`config.mk`:
```
export PLATFORM = sky130hd
export DESIGN_NAME = card_number_luhn_checker_unit
export DESIGN_NICKNAME = d
export VERILOG_FILES = /design/src/luhn_ckr_pkg.sv /design/src/luhn_ckr_acc.sv /design/src/luhn_ckr_classify.sv /design/src/card_number_luhn_checker_unit.sv
export SDC_FILE = /design/constraint.sdc
export NUM_CORES = 1
export LEC_CHECK = 0
export BUFFER_PORTS_ARGS = -buffer_cell sky130_fd_sc_hd__buf_2
export CAP_MARGIN = 20
export CELL_PAD_IN_SITES_DETAIL_PLACEMENT = 0
export CELL_PAD_IN_SITES_GLOBAL_PLACEMENT = 2
export CORE_MARGIN = 2
export CORE_UTILIZATION = 35
export DETAILED_ROUTE_END_ITERATION = 12
export PLACE_DENSITY = 0.72
export SETUP_SLACK_MARGIN = 0.4
export SLEW_MARGIN = 5
export SYNTH_ARGS = -nofsm -noshare
export SYNTH_HDL_FRONTEND = slang
export SYNTH_SLANG_ARGS = --single-unit
```
`constraint.sdc`:
```
create_clock -name clk -period 3.75 [get_ports clk]
set_input_delay 0.9375 -clock clk [delete_from_list [all_inputs] [get_ports clk]]
set_output_delay 0.9375 -clock clk [all_outputs]
set_load 0.05 [all_outputs]
```
`src/luhn_ckr_pkg.sv`:
```
// shared types, codes and small digit functions for the luhn checker
// no dependencies; imported by every module of the block
package luhn_ckr_pkg;

  typedef enum logic [1:0] {
    BRAND_UNKNOWN = 2'd0,
    BRAND_AMEX    = 2'd1,
    BRAND_VISA    = 2'd2,
    BRAND_MC      = 2'd3
  } brand_t;

  typedef enum logic [1:0] {
    STATUS_VALID      = 2'd0,
    STATUS_BAD_FORMAT = 2'd1,
    STATUS_BAD_SUM    = 2'd2
  } status_t;

  localparam int LEN_AMEX       = 15;
  localparam int LEN_VISA_SHORT = 13;
  localparam int LEN_STD        = 16;
  localparam int RADIX          = 10;

  localparam logic [3:0] PFX_AMEX    = 4'd3;
  localparam logic [3:0] PFX_AMEX_A  = 4'd4;
  localparam logic [3:0] PFX_AMEX_B  = 4'd7;
  localparam logic [3:0] PFX_VISA    = 4'd4;
  localparam logic [3:0] PFX_MC      = 4'd5;
  localparam logic [3:0] PFX_MC_LO   = 4'd1;
  localparam logic [3:0] PFX_MC_HI   = 4'd5;

  // everything the classifier needs once the final digit is folded in
  typedef struct packed {
    logic [3:0] first_digit;
    logic [3:0] second_digit;
    logic       len_13;
    logic       len_15;
    logic       len_16;
    logic       sum_zero;
  } luhn_tally_t;

  // tens plus units of twice the digit, digits above nine included
  function automatic logic [4:0] doubled_value(input logic [3:0] d);
    logic [4:0] v;
    case (d)
      4'd0:    v = 5'd0;
      4'd1:    v = 5'd2;
      4'd2:    v = 5'd4;
      4'd3:    v = 5'd6;
      4'd4:    v = 5'd8;
      4'd5:    v = 5'd1;
      4'd6:    v = 5'd3;
      4'd7:    v = 5'd5;
      4'd8:    v = 5'd7;
      4'd9:    v = 5'd9;
      4'd10:   v = 5'd2;
      4'd11:   v = 5'd4;
      4'd12:   v = 5'd6;
      4'd13:   v = 5'd8;
      4'd14:   v = 5'd10;
      4'd15:   v = 5'd3;
      default: v = 5'd0;
    endcase
    return v;
  endfunction

  // reduce a value below thirty to its units digit
  function automatic logic [3:0] mod10_small(input logic [4:0] v);
    logic [4:0] r;
    if (v >= 5'(2 * RADIX)) begin
      r = v - 5'(2 * RADIX);
    end else if (v >= 5'(RADIX)) begin
      r = v - 5'(RADIX);
    end else begin
      r = v;
    end
    return r[3:0];
  endfunction

endpackage

```
`src/luhn_ckr_acc.sv`:
```
// running state for one card number: count, prefix digits, two luhn sums
// depends on luhn_ckr_pkg
module luhn_ckr_acc
  import luhn_ckr_pkg::*;
#(
  parameter int MAX_DIGITS = 31
) (
  input  logic        clk,
  input  logic        rst_n,
  input  logic        upd,
  input  logic [3:0]  digit,
  input  logic        last,
  output luhn_tally_t tally,
  output logic [4:0]  digit_count
);

  localparam int CNT_W = $clog2(MAX_DIGITS + 1);

  logic [CNT_W-1:0] count_r, count_nxt;
  logic [3:0]       first_r, first_nxt;
  logic [3:0]       second_r, second_nxt;
  logic [3:0]       sum_even_r, sum_even_nxt;
  logic [3:0]       sum_odd_r, sum_odd_nxt;
  logic [4:0]       dbl;
  logic [4:0]       plain;
  logic [3:0]       sum_sel;

  always_comb begin
    dbl   = doubled_value(digit);
    plain = {1'b0, digit};

    first_nxt  = (count_r == '0) ? digit : first_r;
    second_nxt = (count_r == CNT_W'(1)) ? digit : second_r;

    // even position from the left: the even-doubling sum doubles it
    if (!count_r[0]) begin
      sum_even_nxt = mod10_small({1'b0, sum_even_r} + dbl);
      sum_odd_nxt  = mod10_small({1'b0, sum_odd_r} + plain);
    end else begin
      sum_even_nxt = mod10_small({1'b0, sum_even_r} + plain);
      sum_odd_nxt  = mod10_small({1'b0, sum_odd_r} + dbl);
    end

    count_nxt = (count_r < CNT_W'(MAX_DIGITS)) ? count_r + CNT_W'(1) : count_r;

    // even length doubles the leftmost digit
    sum_sel = count_nxt[0] ? sum_odd_nxt : sum_even_nxt;

    tally.first_digit  = first_nxt;
    tally.second_digit = second_nxt;
    tally.len_13       = (count_nxt == CNT_W'(LEN_VISA_SHORT));
    tally.len_15       = (count_nxt == CNT_W'(LEN_AMEX));
    tally.len_16       = (count_nxt == CNT_W'(LEN_STD));
    tally.sum_zero     = (sum_sel == 4'd0);
    digit_count        = count_nxt[4:0];
  end

  always_ff @(posedge clk) begin
    if (!rst_n) begin
      count_r    <= '0;
      first_r    <= '0;
      second_r   <= '0;
      sum_even_r <= '0;
      sum_odd_r  <= '0;
    end else if (upd) begin
      if (last) begin
        count_r    <= '0;
        first_r    <= '0;
        second_r   <= '0;
        sum_even_r <= '0;
        sum_odd_r  <= '0;
      end else begin
        count_r    <= count_nxt;
        first_r    <= first_nxt;
        second_r   <= second_nxt;
        sum_even_r <= sum_even_nxt;
        sum_odd_r  <= sum_odd_nxt;
      end
    end
  end

  a_count_bound: assert property (@(posedge clk) disable iff (!rst_n)
    count_r <= CNT_W'(MAX_DIGITS))
    else $error("digit count beyond saturation limit");

  a_clear_after_last: assert property (@(posedge clk) disable iff (!rst_n)
    (upd && last) |=> (count_r == '0 && sum_even_r == 4'd0 && sum_odd_r == 4'd0))
    else $error("state not cleared after final digit");

  a_empty_state: assert property (@(posedge clk) disable iff (!rst_n)
    (count_r == '0) |-> (first_r == 4'd0 && second_r == 4'd0))
    else $error("prefix digits held with no digits counted");

endmodule

```
`src/luhn_ckr_classify.sv`:
```
// brand and status decode from the folded prefix, length and checksum
// depends on luhn_ckr_pkg
module luhn_ckr_classify
  import luhn_ckr_pkg::*;
(
  input  luhn_tally_t tally,
  output brand_t      brand,
  output status_t     status
);

  logic len_ok;

  always_comb begin
    brand  = BRAND_UNKNOWN;
    len_ok = 1'b0;
    if (tally.first_digit == PFX_AMEX &&
        (tally.second_digit == PFX_AMEX_A || tally.second_digit == PFX_AMEX_B)) begin
      brand  = BRAND_AMEX;
      len_ok = tally.len_15;
    end else if (tally.first_digit == PFX_VISA) begin
      brand  = BRAND_VISA;
      len_ok = tally.len_13 || tally.len_16;
    end else if (tally.first_digit == PFX_MC &&
                 tally.second_digit inside {[PFX_MC_LO:PFX_MC_HI]}) begin
      brand  = BRAND_MC;
      len_ok = tally.len_16;
    end

    if (brand == BRAND_UNKNOWN || !len_ok) begin
      status = STATUS_BAD_FORMAT;
    end else if (!tally.sum_zero) begin
      status = STATUS_BAD_SUM;
    end else begin
      status = STATUS_VALID;
    end
  end

endmodule

```
`src/card_number_luhn_checker_unit.sv`:
```
// top level of the card number luhn checker: input register, accumulator,
// classifier and result register; depends on luhn_ckr_pkg, luhn_ckr_acc,
// luhn_ckr_classify
//
//   channel   ports                                      direction
//   input     in_valid, in_stall, in_digit, in_last      digit requests in
//   result    out_valid, out_stall, out_brand,           one request per
//             out_status, out_digit_count                card number out
//
// one digit request per cycle, sustained, while no final digit is held back; the final digit is
// taken into the input register, and the result register loads from it once the
// result register is free, which raises out_valid
// reset is synchronous, active low, and clears all counts and sums
// digits without the last flag keep flowing while a result waits
// a final digit waits in the input register until the result register is free
module card_number_luhn_checker_unit
  import luhn_ckr_pkg::*;
#(
  parameter int MAX_DIGITS = 31
) (
  input  logic       clk,
  input  logic       rst_n,
  input  logic       in_valid,
  output logic       in_stall,
  input  logic [3:0] in_digit,
  input  logic       in_last,
  output logic       out_valid,
  input  logic       out_stall,
  output logic [1:0] out_brand,
  output logic [1:0] out_status,
  output logic [4:0] out_digit_count
);

  // input register stage
  logic       s1_valid_r, s1_valid_nxt;
  logic [3:0] s1_digit_r;
  logic       s1_last_r;

  // result register
  logic       out_valid_r, out_valid_nxt;
  logic [1:0] out_brand_r;
  logic [1:0] out_status_r;
  logic [4:0] out_count_r;

  logic        in_take;
  logic        out_free;
  logic        s1_move;
  logic        res_load;
  luhn_tally_t tally;
  logic [4:0]  count_fin;
  brand_t      brand;
  status_t     status;

  // result register can take a new request this cycle
  assign out_free = !out_valid_r || !out_stall;
  // plain digits always advance; a final digit needs a free result slot
  assign s1_move  = s1_valid_r && (!s1_last_r || out_free);
  assign res_load = s1_move && s1_last_r;
  assign in_stall = s1_valid_r && !s1_move;
  assign in_take  = in_valid && !in_stall;

  always_comb begin
    s1_valid_nxt = s1_valid_r;
    if (in_take) begin
      s1_valid_nxt = 1'b1;
    end else if (s1_move) begin
      s1_valid_nxt = 1'b0;
    end

    out_valid_nxt = out_valid_r;
    if (res_load) begin
      out_valid_nxt = 1'b1;
    end else if (out_valid_r && !out_stall) begin
      out_valid_nxt = 1'b0;
    end
  end

  luhn_ckr_acc #(
    .MAX_DIGITS (MAX_DIGITS)
  ) u_acc (
    .clk         (clk),
    .rst_n       (rst_n),
    .upd         (s1_move),
    .digit       (s1_digit_r),
    .last        (s1_last_r),
    .tally       (tally),
    .digit_count (count_fin)
  );

  luhn_ckr_classify u_classify (
    .tally  (tally),
    .brand  (brand),
    .status (status)
  );

  // control state
  always_ff @(posedge clk) begin
    if (!rst_n) begin
      s1_valid_r  <= 1'b0;
      out_valid_r <= 1'b0;
    end else begin
      s1_valid_r  <= s1_valid_nxt;
      out_valid_r <= out_valid_nxt;
    end
  end

  // payload registers, no reset needed
  always_ff @(posedge clk) begin
    if (in_take) begin
      s1_digit_r <= in_digit;
      s1_last_r  <= in_last;
    end
    if (res_load) begin
      out_brand_r  <= brand;
      out_status_r <= status;
      out_count_r  <= count_fin;
    end
  end

  assign out_valid       = out_valid_r;
  assign out_brand       = out_brand_r;
  assign out_status      = out_status_r;
  assign out_digit_count = out_count_r;

  // the input side only backs up behind a final digit and a held result
  a_stall_cause: assert property (@(posedge clk) disable iff (!rst_n)
    in_stall |-> (s1_valid_r && s1_last_r && out_valid_r && out_stall))
    else $error("input stalled without a blocked final digit");

  // a fresh result only ever comes from a final digit moving on
  a_result_source: assert property (@(posedge clk) disable iff (!rst_n)
    $rose(out_valid_r) |-> $past(res_load))
    else $error("result appeared without a final digit");

  // a valid status always comes with a known brand
  a_valid_has_brand: assert property (@(posedge clk) disable iff (!rst_n)
    (out_valid_r && out_status_r == STATUS_VALID) |-> (out_brand_r != BRAND_UNKNOWN))
    else $error("valid status with unknown brand");

endmodule
```
==> reports/qor.txt, run 1 <==
Die area: 10500 µm²
Ranking of synthesized cells by area: dfxtp_1, ha_1, edfxtp_1, mux2i_1, nor2_1
Root Driver: clkbuf_8
Power, Total: 0.00138 W
Post-Syn Instances: 390
Top Usage Layer GRT: met2
Core footprint: 9330 µm²
Routing usage on met3: 2.53%
Fin crit period: 3190 ps
GR Layer Usage met1: 24.9%
Area of the multi-input gates: 2280 µm²
R2R Path Start: s1_digit_r[0]$_DFFE_PP_
Critical path required time: 3790 ps
Warnings, synthesis: 0
Initial antenna violation count: 0
Htree depth: 2
Setup slack at placement: 299 ps
CP startpoint: s1_digit_r[0]$_DFFE_PP_
Via Count: 2877
Num rows: 35
Drt wl/cell: 15.8 µm
Mapped Nets: 439
Cell with the most instances after synthesis: nor2_1
Final TNS setup: 0 ps
CP peak stage delay: 480 ps
Max Clock Skew: 11.6 ps
First-pass GRT wire length: 14200 µm
Via/cell ratio: 5.32
Peak Freq: 0.313 GHz
Starting Density: 36.3%
Die Span X: 102 µm
Post-synth top cells: nor2_1, ha_1, nand2_1
Fin. Hold Viols: 0
GP Congestion: 0.906
Antenna Cells: 0
Total CTS buffers: 5
Kind of critical path: reg -> reg
Worst endpoint data arrival time: 3230 ps
Clock latency on the worst-skew pair: 300 ps
Final HPWL from detailed placement: 6520 µm
Post-synth EDFFs: 14
Status: complete, no violations
Antenna-violating nets left: 0
R2r endpoint: out_status[1]$_SDFFCE_PP0P_
CP cell instances: ha_1 -> fa_1 -> xor2_2 -> ha_1 -> nand2_1 -> o221ai_1 -> and3b_1 -> or3_2 -> o22ai_1 -> a311oi_2
Vias in the first global route: 2784
Worst reg-to-reg path cell count: 10
Post-Syn Area: 3380 µm²
Gr ovfl total: 0
Unique cell type count in the Yosys netlist: 64
Layout Nets: 460
CP endpoint: out_status[1]$_SDFFCE_PP0P_
Critical-path top delay cell: edfxtp_1
Crit-path max FO: 5
Initial drt markers: 119
Worst VDD drop: 0.147 mV
Final wirelength: 8540 µm
Pleak: 1.58 nW
CTS sink cnt: 41
Slew HR: 35.9%
R2r setup slk: 560 ps
Clock-pin slew on the worst setup and hold paths: 90 ps
Fillcell total: 954
Tcrit/Tclk final: 85.1%
CP startpoint kind: register
Seq cells post-synth: 41
Drt drc: 0
Cell repeated most along the worst path: ha_1
Top-area cell type share of the netlist area: 16.0%
Cts hold-fix bufs: 0
Mean Syn Cell Area: 8.68 µm²
Post-synthesis sequential area ratio: 28.4%
Slew Limit Fails: 0
Port bufs: 19
FF+latch area: 962 µm²
Final WS setup: 560 ps
Largest net degree at the start of global routing: 22
Post-synth top flop: dfxtp_1
Hold Crit Class: reg -> reg
Maxcap violations: 0
Area growth syn-to-layout: 11.9%
Gr usage total: 17.4%
First drt pass iteration count: 4
Worst-margin pin slew: 958 ps
Pwr/cell area: 364 nW/µm²
GR Layer Usage met2: 28.2%
RSZ-0062 raised after global routing: no
Crit path capture type: register
Yosys top cell by area: dfxtp_1
Clk buf depth: 2
Setup-failing EPs final: 0
Layout cell share with drive strength beyond 1: 16.0%
Die height: 102 µm
Num ports: 20
CTS tree: built
Asr flop ratio synth: 0%
stage by stage:
step                      util [%]  cell area [µm²]  instances  hold slack (ps)
final                         40.6             3790        541              481
after global routing          40.6             3790        541              513
after CTS                     40.2             3750        540              482
after detailed placement      38.8             3620        531              468
after global placement        38.8             3620        531              461
after floorplan                  -             3380        390              449
routing by layer:
layer / vias up / wire length [µm]
li1: 1469 / -
met1: 1350 / 4260
met2: 52 / 3990
met3: 6 / 223
met4: 0 / 67
met5: - / 0
cells in the final DEF (no fill, tap or decap), types with 4 or more instances in the layout:
cell type and n:
buf_2 19, a21o_1 6, a21boi_0 6, a211oi_1 5, edfxtp_1 14, nand3b_1 4, clkbuf_8 6, inv_1 23
a22oi_1 8, o22ai_1 5, nand2_1 33, ha_1 33, mux2i_1 18, a21oi_1 25, xnor2_1 7, nor3_1 12
nand3_1 12, o21ai_0 22, dfxtp_1 26, buf_4 10, nor2_1 38
cell type report:
cell class	instances	share of cell area, %
clock buffer	6	2.18
multi-input combinational	309	60.2
inverter	25	2.48
timing repair buffer	29	4.49
clock inverter	2	0.991
sequential	41	25.4
tap	129	4.26
flip-flops by register name, summed over array words and instances (netlist names), 4 cells and up:
name / flops
u_acc.sum_even_r: 4
u_acc.dbl: 4
u_acc.count_r: 5
u_acc.sum_odd_r: 4
u_acc.first_r: 4
out_digit_count: 5
u_acc.second_r: 4
s1_digit_r: 4
worst max-delay path, delay by kind of cell, from the launching register on:
family | cells | cell delay, ps
xor gates and xnor gates | 1 | 200
and+or+nand+nor | 3 | 760
AOI/OAI and AO/OA | 3 | 530
DFF | 1 | 480
adders and majority gates | 3 | 950
cells by family (layout without fill, tap and decap cells):
logic type,Yosys count,after routing,share of synthesized area (%)
adders and majority gates,40,40,15.7
xor gates and xnor gates,11,11,2.85
and+or+nand+nor,129,129,19.9
buffers and inverters,40,62,5.40
muxes,21,21,6.65
DFF,41,41,28.4
AOI/OAI and AO/OA,108,108,21.1
power breakdown:
| group | leakage, nW | internal [W] | switching (W) | total (W) |
|---|---|---|---|---|
| sequential | 0.347 | 0.000479 | 0.0000235 | 0.000502 |
| combinational | 1.18 | 0.000202 | 0.000285 | 0.000487 |
| clock | 0.0574 | 0.000217 | 0.000174 | 0.000391 |
| total | 1.58 | 0.000898 | 0.000482 | 0.00138 |
worst min-delay path by stage:
stage                                   start                              to  depth (start not counted)
2_1_floorplan  u_acc.second_r[3]$_SDFFE_PN0P_  u_acc.second_r[3]$_SDFFE_PN0P_                          2
3_3_place_gp   u_acc.second_r[3]$_SDFFE_PN0P_  u_acc.second_r[3]$_SDFFE_PN0P_                          2
3_5_place_dp   u_acc.second_r[3]$_SDFFE_PN0P_  u_acc.second_r[3]$_SDFFE_PN0P_                          2
4_1_cts        u_acc.second_r[3]$_SDFFE_PN0P_  u_acc.second_r[3]$_SDFFE_PN0P_                          2
5_1_grt        u_acc.second_r[3]$_SDFFE_PN0P_  u_acc.second_r[3]$_SDFFE_PN0P_                          2
6_report       u_acc.second_r[3]$_SDFFE_PN0P_  u_acc.second_r[3]$_SDFFE_PN0P_                          2
what timing repair did:
item | in CTS | in global routing
pin swaps | 2 | 2
gates resized for setup | 1 | 10
endpoints found under the setup margin | 1 | 1
buffers inserted | 1 | 1
Note: power is estimated with default switching activity, not from simulation.
==> run 2, diff against run 1 <==
--- a/config.mk
+++ b/config.mk
@@ -12,7 +12,8 @@
 export CORE_MARGIN = 2
 export CORE_UTILIZATION = 35
 export DETAILED_ROUTE_END_ITERATION = 12
-export PLACE_DENSITY = 0.72
+export MAX_ROUTING_LAYER = met4
+export PLACE_DENSITY = 0.75
 export SETUP_SLACK_MARGIN = 0.4
 export SLEW_MARGIN = 5
 export SYNTH_ARGS = -nofsm -noshare
==> constraint.sdc (replaced) <==
create_clock -name clk -period 2.7 [get_ports clk]
set_input_delay 0.675 -clock clk [delete_from_list [all_inputs] [get_ports clk]]
set_output_delay 0.675 -clock clk [all_outputs]
set_load 0.05 [all_outputs]
==> run 2 against run 1 <==
Compared with the run above: the flow now finishes with violations (negative setup slack); global-route usage grew 3.3 points; worst hold slack improved by 7.0 ps; routed wire length up 18%; die area unchanged; clock skew down 4.3 ps; non-clock buffer count is 99 higher; fmax increased by 7.6%; power rose by 70%; utilization grew 14 points; cell area is 35% higher; critical path type unchanged.
==> reports/qor.txt, run 2 (synthesized netlist as in run 1, its figures left out) <==
First drt pass iteration count: 4 (unchanged)
Clock latency on the worst-skew pair: 300 ps (about the same)
Critical path required time: 2740 ps (was 3790 ps)
Most frequent cells in the layout: buf_4, nor2_1, nand2_1 (was nor2_1, nand2_1, ha_1)
GR Layer Usage met1: 26.6% (was 24.9%)
Gr usage total: 20.6% (was 17.4%)
RSZ-0062 raised after global routing: yes (was no)
GR Layer Usage met2: 34.6% (was 28.2%)
Via Count: 3284 (was 2877)
Antenna-violating nets left: 0 (unchanged)
Setup-failing EPs final: 3 (was 0)
Setup slack at placement: -374 ps (was 299 ps)
Hold Crit Class: reg -> reg (unchanged)
Failing checks: negative setup slack
Drt wl/cell: 15.7 µm (was 15.8 µm)
Die area: 10500 µm² (unchanged)
Antenna Cells: 0 (unchanged)
CP startpoint kind: register (unchanged)
Layout cell share with drive strength beyond 1: 47.9% (was 16.0%)
Num ports: 20 (unchanged)
Pleak: 2.13 nW (was 1.58 nW)
Cts hold-fix bufs: 0 (unchanged)
Worst reg-to-reg path cell count: 12 (was 10)
Maxcap violations: 0 (unchanged)
Layout Nets: 559 (was 460)
Num rows: 35 (unchanged)
First-pass GRT wire length: 16300 µm (was 14200 µm)
Fin util: 54.7% (was 40.6%)
Routing usage on met3: 2.94% (was 2.53%)
Slew HR: 63.4% (was 35.9%)
Core footprint: 9330 µm² (unchanged)
Pwr/cell area: 460 nW/µm² (was 364 nW/µm²)
Largest net degree at the start of global routing: 22 (unchanged)
Status: finished, violations left (was complete, no violations)
Total CTS buffers: 5 (unchanged)
Crit path capture type: register (unchanged)
Vias in the first global route: 3255 (was 2784)
Top Usage Layer GRT: met2 (unchanged)
Slew Limit Fails: 0 (unchanged)
Hold Path Depth: 2 (unchanged)
Htree depth: 2 (unchanged)
CTS tree: built (unchanged)
GP Congestion: 0.886 (was 0.906)
Final HPWL from detailed placement: 7430 µm (was 6520 µm)
Power, Total: 0.00235 W (was 0.00138 W)
Initial drt markers: 141 (was 119)
Max Clock Skew: 7.29 ps (was 11.6 ps)
Tcrit/Tclk final: 110% (was 85.1%)
Root Driver: clkbuf_8 (unchanged)
Clock-pin slew on the worst setup and hold paths: 90 ps (about the same)
Die height: 102 µm (unchanged)
Final WS setup: -265 ps (was 560 ps)
Clk buf depth: 2 (unchanged)
Die Span X: 102 µm (unchanged)
Worst-margin pin slew: 533 ps (was 958 ps)
Via/cell ratio: 5.13 (was 5.32)
Final TNS setup: -321 ps (was 0 ps)
Worst endpoint data arrival time: 3000 ps (was 3230 ps)
Fin crit period: 2970 ps (was 3190 ps)
Port bufs: 19 (unchanged)
Worst VDD drop: 0.230 mV (was 0.147 mV)
Fillcell total: 863 (was 954)
Fin. Hold Viols: 0 (unchanged)
Peak Freq: 0.337 GHz (was 0.313 GHz)
Starting Density: 36.3% (unchanged)
Initial antenna violation count: 0 (unchanged)
Gr ovfl total: 0 (unchanged)
Drt drc: 0 (unchanged)
Crit-path max FO: 2 (was 5)
Area growth syn-to-layout: 50.7% (was 11.9%)
CTS sink cnt: 41 (unchanged)
Final wirelength: 10100 µm (was 8540 µm)
Kind of critical path: reg -> reg (unchanged)
Commonest non-fill, non-tap cell in the layout: buf_4 (was nor2_1)
==> run 2: cell types whose count changed in the layout (fill, tap and decap cells not counted), moves of 5 or more <==
cell / change
a21oi_1: -6
a21oi_2: +5
inv_1: -6
ha_1: -16
dfxtp_2: +7
dfxtp_1: -8
nand2_1: -5
buf_6: +7
buf_4: +91
o21ai_0: -6
ha_4: +14
==> run 2: power by group <==
part           internal [W]  switching (W)  leakage (nW)
registers          0.000666      0.0000257         0.350
logic              0.000612       0.000574          1.72
clock network      0.000237       0.000233        0.0549
total               0.00151       0.000832          2.13
==> run 2: path summary, 6_finish.rpt <==
| path | startpoint | end | slack (ps) |
|---|---|---|---|
| max reg2reg | u_acc.dbl[0]$_DFF_P_ | out_status[1]$_SDFFCE_PP0P_ | -270 |
| min reg2reg | u_acc.second_r[3]$_SDFFE_PN0P_ | u_acc.second_r[3]$_SDFFE_PN0P_ | 490 |
| min | u_acc.second_r[3]$_SDFFE_PN0P_ | u_acc.second_r[3]$_SDFFE_PN0P_ | 490 |
| max | u_acc.dbl[0]$_DFF_P_ | out_status[1]$_SDFFCE_PP0P_ | -270 |
==> run 2: metal layers <==
layer / part of all wire, % / vias up
met2: 50 / 53
met3: 2.8 / 6
li1: - / 1674
met4: 0.89 / 0
met1: 47 / 1551
met5: 0 / -
==> run 2: per-stage QoR <==
stage | hold slack (ps) | instances | instance area (µm²)
finish | 488 | 640 | 5100
detailed placement | 480 | 598 | 4270
CTS | 493 | 631 | 4780
global route | 534 | 640 | 5100
global placement | 459 | 598 | 4270
floorplan | 449 | 390 | 3530
==> run 2: timing repair <==
item                                    CTS  global route
pin swaps                                44            31
resized for setup                        44            51
buffers inserted                         25             8
endpoints found under the setup margin    8             9
==> run 2: layout make-up <==
| type | count | area, µm² | area share (%) |
|---|---|---|---|
| Clock buffer | 7 | 96.3 | 1.89 |
| Timing Repair Buffer | 128 | 952 | 18.7 |
| Clock inverter | 1 | 8.76 | 0.172 |
| Inverter | 25 | 101 | 1.99 |
| Multi-Input combinational cell | 309 | 2810 | 55.0 |
| Sequential cell | 41 | 975 | 19.1 |
| Tap cell | 129 | 161 | 3.16 |
==> run 2: critical path, stage by stage (launching register included) <==
cell       delay (ps)
dfxtp_2           340
ha_4              160
fa_2              380
xnor2_4           160
buf_4             140
ha_1              180
nand2_2           100
o2bb2ai_2          60
or4_4             420
mux2i_1           170
o211ai_1          140
nor4b_2           360
a311oi_2           90
==> run 3, diff against run 2 <==
--- a/config.mk
+++ b/config.mk
@@ -5,15 +5,16 @@
 export SDC_FILE = /design/constraint.sdc
 export NUM_CORES = 1
 export LEC_CHECK = 0
+export ABC_AREA = 1
 export BUFFER_PORTS_ARGS = -buffer_cell sky130_fd_sc_hd__buf_2
 export CAP_MARGIN = 20
 export CELL_PAD_IN_SITES_DETAIL_PLACEMENT = 0
 export CELL_PAD_IN_SITES_GLOBAL_PLACEMENT = 2
 export CORE_MARGIN = 2
-export CORE_UTILIZATION = 35
+export CORE_UTILIZATION = 31
 export DETAILED_ROUTE_END_ITERATION = 12
 export MAX_ROUTING_LAYER = met4
-export PLACE_DENSITY = 0.75
+export PLACE_DENSITY = 0.74
 export SETUP_SLACK_MARGIN = 0.4
 export SLEW_MARGIN = 5
 export SYNTH_ARGS = -nofsm -noshare
==> run 3 against run 2 <==
Compared with the run above: the flow still finishes with violations (negative setup slack); first-iteration DRC count grew 26%; final cell count grew 6.4%; worst hold slack lost 19 ps; clock-buffer cell count is the same; sequential cell count is the same; fmax grew 7.8%; routed wire length shrank 12%; power shrank 21%; utilization shrank 13 points; cell area shrank 16%; via count shrank 3.3%; largest cell class unchanged.
==> reports/qor.txt, run 3 <==
Final wirelength: 8820 µm (was 10100 µm)
Gr usage total: 16.5% (was 20.6%)
Post-Synth XOR/XNOR Area: 0.792% (was 2.85%)
Via Count: 3177 (was 3284)
CP startpoint kind: register (unchanged)
Peak Freq: 0.363 GHz (was 0.337 GHz)
Max Clock Skew: 8.12 ps (was 7.29 ps)
Ranking of synthesized cells by area: nand2_1, dfxtp_1, ha_1, edfxtp_1, nand3_1 (was dfxtp_1, ha_1, edfxtp_1, mux2i_1, nor2_1)
Post-synthesis sequential area ratio: 29.0% (was 28.4%)
Post-Syn Instances: 486 (was 390)
Kind of critical path: reg -> reg (unchanged)
Clock latency on the worst-skew pair: 290 ps (was 300 ps)
Worst VDD drop: 0.165 mV (was 0.230 mV)
Post-placement cell count: 658 (was 598)
Hold_ws: 469 ps (was 488 ps)
Worst Hold Launch: u_acc.first_r[0]$_SDFFE_PN0P_ (was u_acc.second_r[3]$_SDFFE_PN0P_)
Levels on crit path: 19 (was 12)
Clk buf depth: 2 (unchanged)
Post-route cell area: 4300 µm² (was 5100 µm²)
Cts hold-fix bufs: 0 (unchanged)
Initial drt markers: 178 (was 141)
Worst reg-to-reg path cell count: 19 (was 12)
Port bufs: 19 (unchanged)
Finished Layout Cells: 681 (was 640)
Drt drc: 0 (unchanged)
Post-synth EDFFs: 14 (unchanged)
Crit path capture type: register (unchanged)
Cell with the most instances after synthesis: nand2_1 (was nor2_1)
CP peak stage delay: 400 ps (was 420 ps)
CP cell instances: buf_4 -> ha_4 -> fa_2 -> nand2_2 -> nand2_4 -> ha_4 -> nor3b_4 -> nor2_2 -> nand3_2 -> nand2_4 -> nand2_2 -> nand2_2 -> nand3_2 -> nand2_1 -> nand2_1 -> nand2_1 -> nand2_1 -> nor2_2 -> nor2_2 (was ha_4 -> fa_2 -> xnor2_4 -> buf_4 -> ha_1 -> nand2_2 -> o2bb2ai_2 -> or4_4 -> mux2i_1 -> o211ai_1 -> nor4b_2 -> a311oi_2)
Post-synthesis mux area share: 0.302% (was 6.65%)
Post-Syn Area: 3320 µm² (was 3380 µm²)
Pwr/cell area: 429 nW/µm² (was 460 nW/µm²)
Mean Syn Cell Area: 6.82 µm² (was 8.68 µm²)
Maxcap violations: 0 (unchanged)
RSZ-0062 raised after global routing: yes (unchanged)
Layout cell share with drive strength beyond 1: 29.2% (was 47.9%)
R2r setup slk: -50 ps (was -270 ps)
Num ports: 20 (unchanged)
First drt pass iteration count: 5 (was 4)
Post-synthesis compound-gate area fraction: 10.1% (was 21.1%)
Gr ovfl total: 0 (unchanged)
Buffers plus inverters on the worst setup path: 1 (unchanged)
Die area: 11500 µm² (was 10500 µm²)
Post-synth top flop: dfxtp_1 (unchanged)
Fillcell total: 1067 (was 863)
Unique cell type count in the Yosys netlist: 32 (was 64)
Total CTS buffers: 5 (unchanged)
Root Driver: clkbuf_8 (unchanged)
Initial antenna violation count: 0 (unchanged)
Largest net degree at the start of global routing: 23 (was 22)
Drt wl/cell: 12.9 µm (was 15.7 µm)
CP startpoint: s1_digit_r[0]$_DFFE_PP_ (was u_acc.dbl[0]$_DFF_P_)
Htree depth: 2 (unchanged)
Starting Density: 32.0% (was 36.3%)
GP Congestion: 0.793 (was 0.886)
Antenna-violating nets left: 0 (unchanged)
R2r endpoint: out_status[1]$_SDFFCE_PP0P_ (unchanged)
R2R Path Start: s1_digit_r[0]$_DFFE_PP_ (was u_acc.dbl[0]$_DFF_P_)
Setup-failing EPs final: 2 (was 3)
Area growth syn-to-layout: 29.6% (was 50.7%)
Mapped Nets: 535 (was 439)
Final WS setup: -51.4 ps (was -265 ps)
CTS tree: built (unchanged)
Area after DPL: 3830 µm² (was 4270 µm²)
First-pass GRT wire length: 14800 µm (was 16300 µm)
CTS sink cnt: 41 (unchanged)
Crit path max-delay family: simple AND/OR/NAND/NOR gates (unchanged)
Vias in the first global route: 3022 (was 3255)
Crit-path max FO: 4 (was 2)
Antenna Cells: 0 (unchanged)
Most frequent cells in the layout: nand2_1, inv_1, nand3_1 (was buf_4, nor2_1, nand2_1)
Die height: 107 µm (was 102 µm)
Worst-margin pin slew: 845 ps (was 533 ps)
Cell repeated most along the worst path: nand2_1
Fin crit period: 2750 ps (was 2970 ps)
Asr flop ratio synth: 0% (unchanged)
Post-synthesis simple-gate area fraction: 34.8% (was 19.9%)
Critical-path top delay cell: edfxtp_1 (was or4_4)
Largest family of logic cells by synthesized area: simple AND/OR/NAND/NOR gates (was compound AO/OA/AOI/OAI gates)
Top-area cell type share of the netlist area: 17.2% (was 16.0%)
Pleak: 2.04 nW (was 2.13 nW)
Tcrit/Tclk final: 102% (was 110%)
Num rows: 37 (was 35)
Area of the multi-input gates: 2390 µm² (was 2810 µm²)
Hold Crit Class: reg -> reg (unchanged)
CP endpoint: out_status[1]$_SDFFCE_PP0P_ (unchanged)
Fin util: 41.4% (was 54.7%)
Final HPWL from detailed placement: 6810 µm (was 7430 µm)
Post-synthesis adder-cell area fraction: 16.0% (was 15.7%)
Slew Limit Fails: 0 (unchanged)
Status: finished, violations left (unchanged)
Fin. Hold Viols: 0 (unchanged)
FF+latch area: 967 µm² (was 975 µm²)
Post-synth top cells: nand2_1, inv_1, nand3_1 (was nor2_1, ha_1, nand2_1)
Yosys top cell by area: nand2_1 (was dfxtp_1)
Die Span X: 107 µm (was 102 µm)
Via/cell ratio: 4.67 (was 5.13)
Warnings, synthesis: 0 (unchanged)
Clock-pin slew on the worst setup and hold paths: 80 ps (was 90 ps)
Layout Nets: 593 (was 559)
Core footprint: 10400 µm² (was 9330 µm²)
Critical path required time: 2760 ps (was 2740 ps)
Worst endpoint data arrival time: 2810 ps (was 3000 ps)
Slew HR: 43.6% (was 63.4%)
Failing checks: negative setup slack (unchanged)
Commonest non-fill, non-tap cell in the layout: nand2_1 (was buf_4)
Seq cells post-synth: 41 (unchanged)
==> run 3: cell count changes after synthesis, moves of 6 or more <==
cell      delta
a21boi_0     -7
a21o_1       -6
a21oi_1      +9
a22oi_1      -8
inv_1       +44
mux2i_1     -17
nand2_1    +119
nand3_1     +49
nor2_1      -11
nor3_1      -12
o21ai_0     -15
xnor2_1      -6
==> run 3: report_power, final <==
part           total, W  internal (W)  switching (W)
clock network  0.000393      0.000182       0.000212
registers      0.000697      0.000666      0.0000310
logic          0.000752      0.000311       0.000441
==> run 3: repair_timing <==
item	4_1_cts	5_1_grt
resized for setup	29	41
buffers inserted	4	11
setup endpoints to repair	7	8
pin swaps	7	30
==> run 3: cell type report <==
type                    count  share of cell area [%]
inverters                  71                    6.26
multi-input cells         366                    55.7
clock inverters             1                   0.116
clock buffers               7                    1.78
flip-flops and latches     41                    22.5
repair buffers             59                    9.64
well taps                 136                    3.96
==> run 3: worst min-delay path by stage <==
stage / end / slack (ps) / cells past startpoint
after floorplan: u_acc.first_r[0]$_SDFFE_PN0P_ / 450 / 2
after global placement: u_acc.first_r[0]$_SDFFE_PN0P_ / 450 / 2
after detailed placement: u_acc.second_r[3]$_SDFFE_PN0P_ / 460 / 2
after CTS: u_acc.second_r[3]$_SDFFE_PN0P_ / 470 / 2
after global routing: u_acc.second_r[3]$_SDFFE_PN0P_ / 480 / 2
final: u_acc.first_r[0]$_SDFFE_PN0P_ / 470 / 2
==> run 3: through the flow <==
stage	power, W	worst slack (ps)	TNS, ps
2_1_floorplan	0.00116	224	0
3_3_place_gp	0.00135	-63.5	-63.5
3_5_place_dp	0.00135	-35.3	-35.3
4_1_cts	0.00179	-15.0	-15.0
5_1_grt	0.00200	-252	-412
6_report	0.00184	-51.4	-68.1
==> run 3: kinds of logic (layout without fill, tap and decap cells) <==
logic type / Yosys count / after routing
adders and majority gates: 40 / 40
AOI/OAI and AO/OA: 60 / 60
buffers and inverters: 79 / 138
muxes: 1 / 1
DFF: 41 / 41
xor gates and xnor gates: 3 / 3
and+or+nand+nor: 262 / 262
==> run 3: routing by layer <==
| layer | share of wire (%) | vias up | global-route usage, % | wire [µm] |
|---|---|---|---|---|
| met1 | 52 | 1461 | 23.7 | 4580 |
| met2 | 46 | 16 | 25.2 | 4080 |
| met5 | 0 | - | - | 0 |
| met4 | 0.19 | 0 | 1.65 | 17 |
| met3 | 1.5 | 5 | 2.72 | 136 |
| li1 | - | 1695 | - | - |
==> run 3: tightest hold or removal path, cell delays in order, from the launching register on <==
cell and delay (ps):
dfxtp_1 310, nand2_1 60, a21oi_1 60
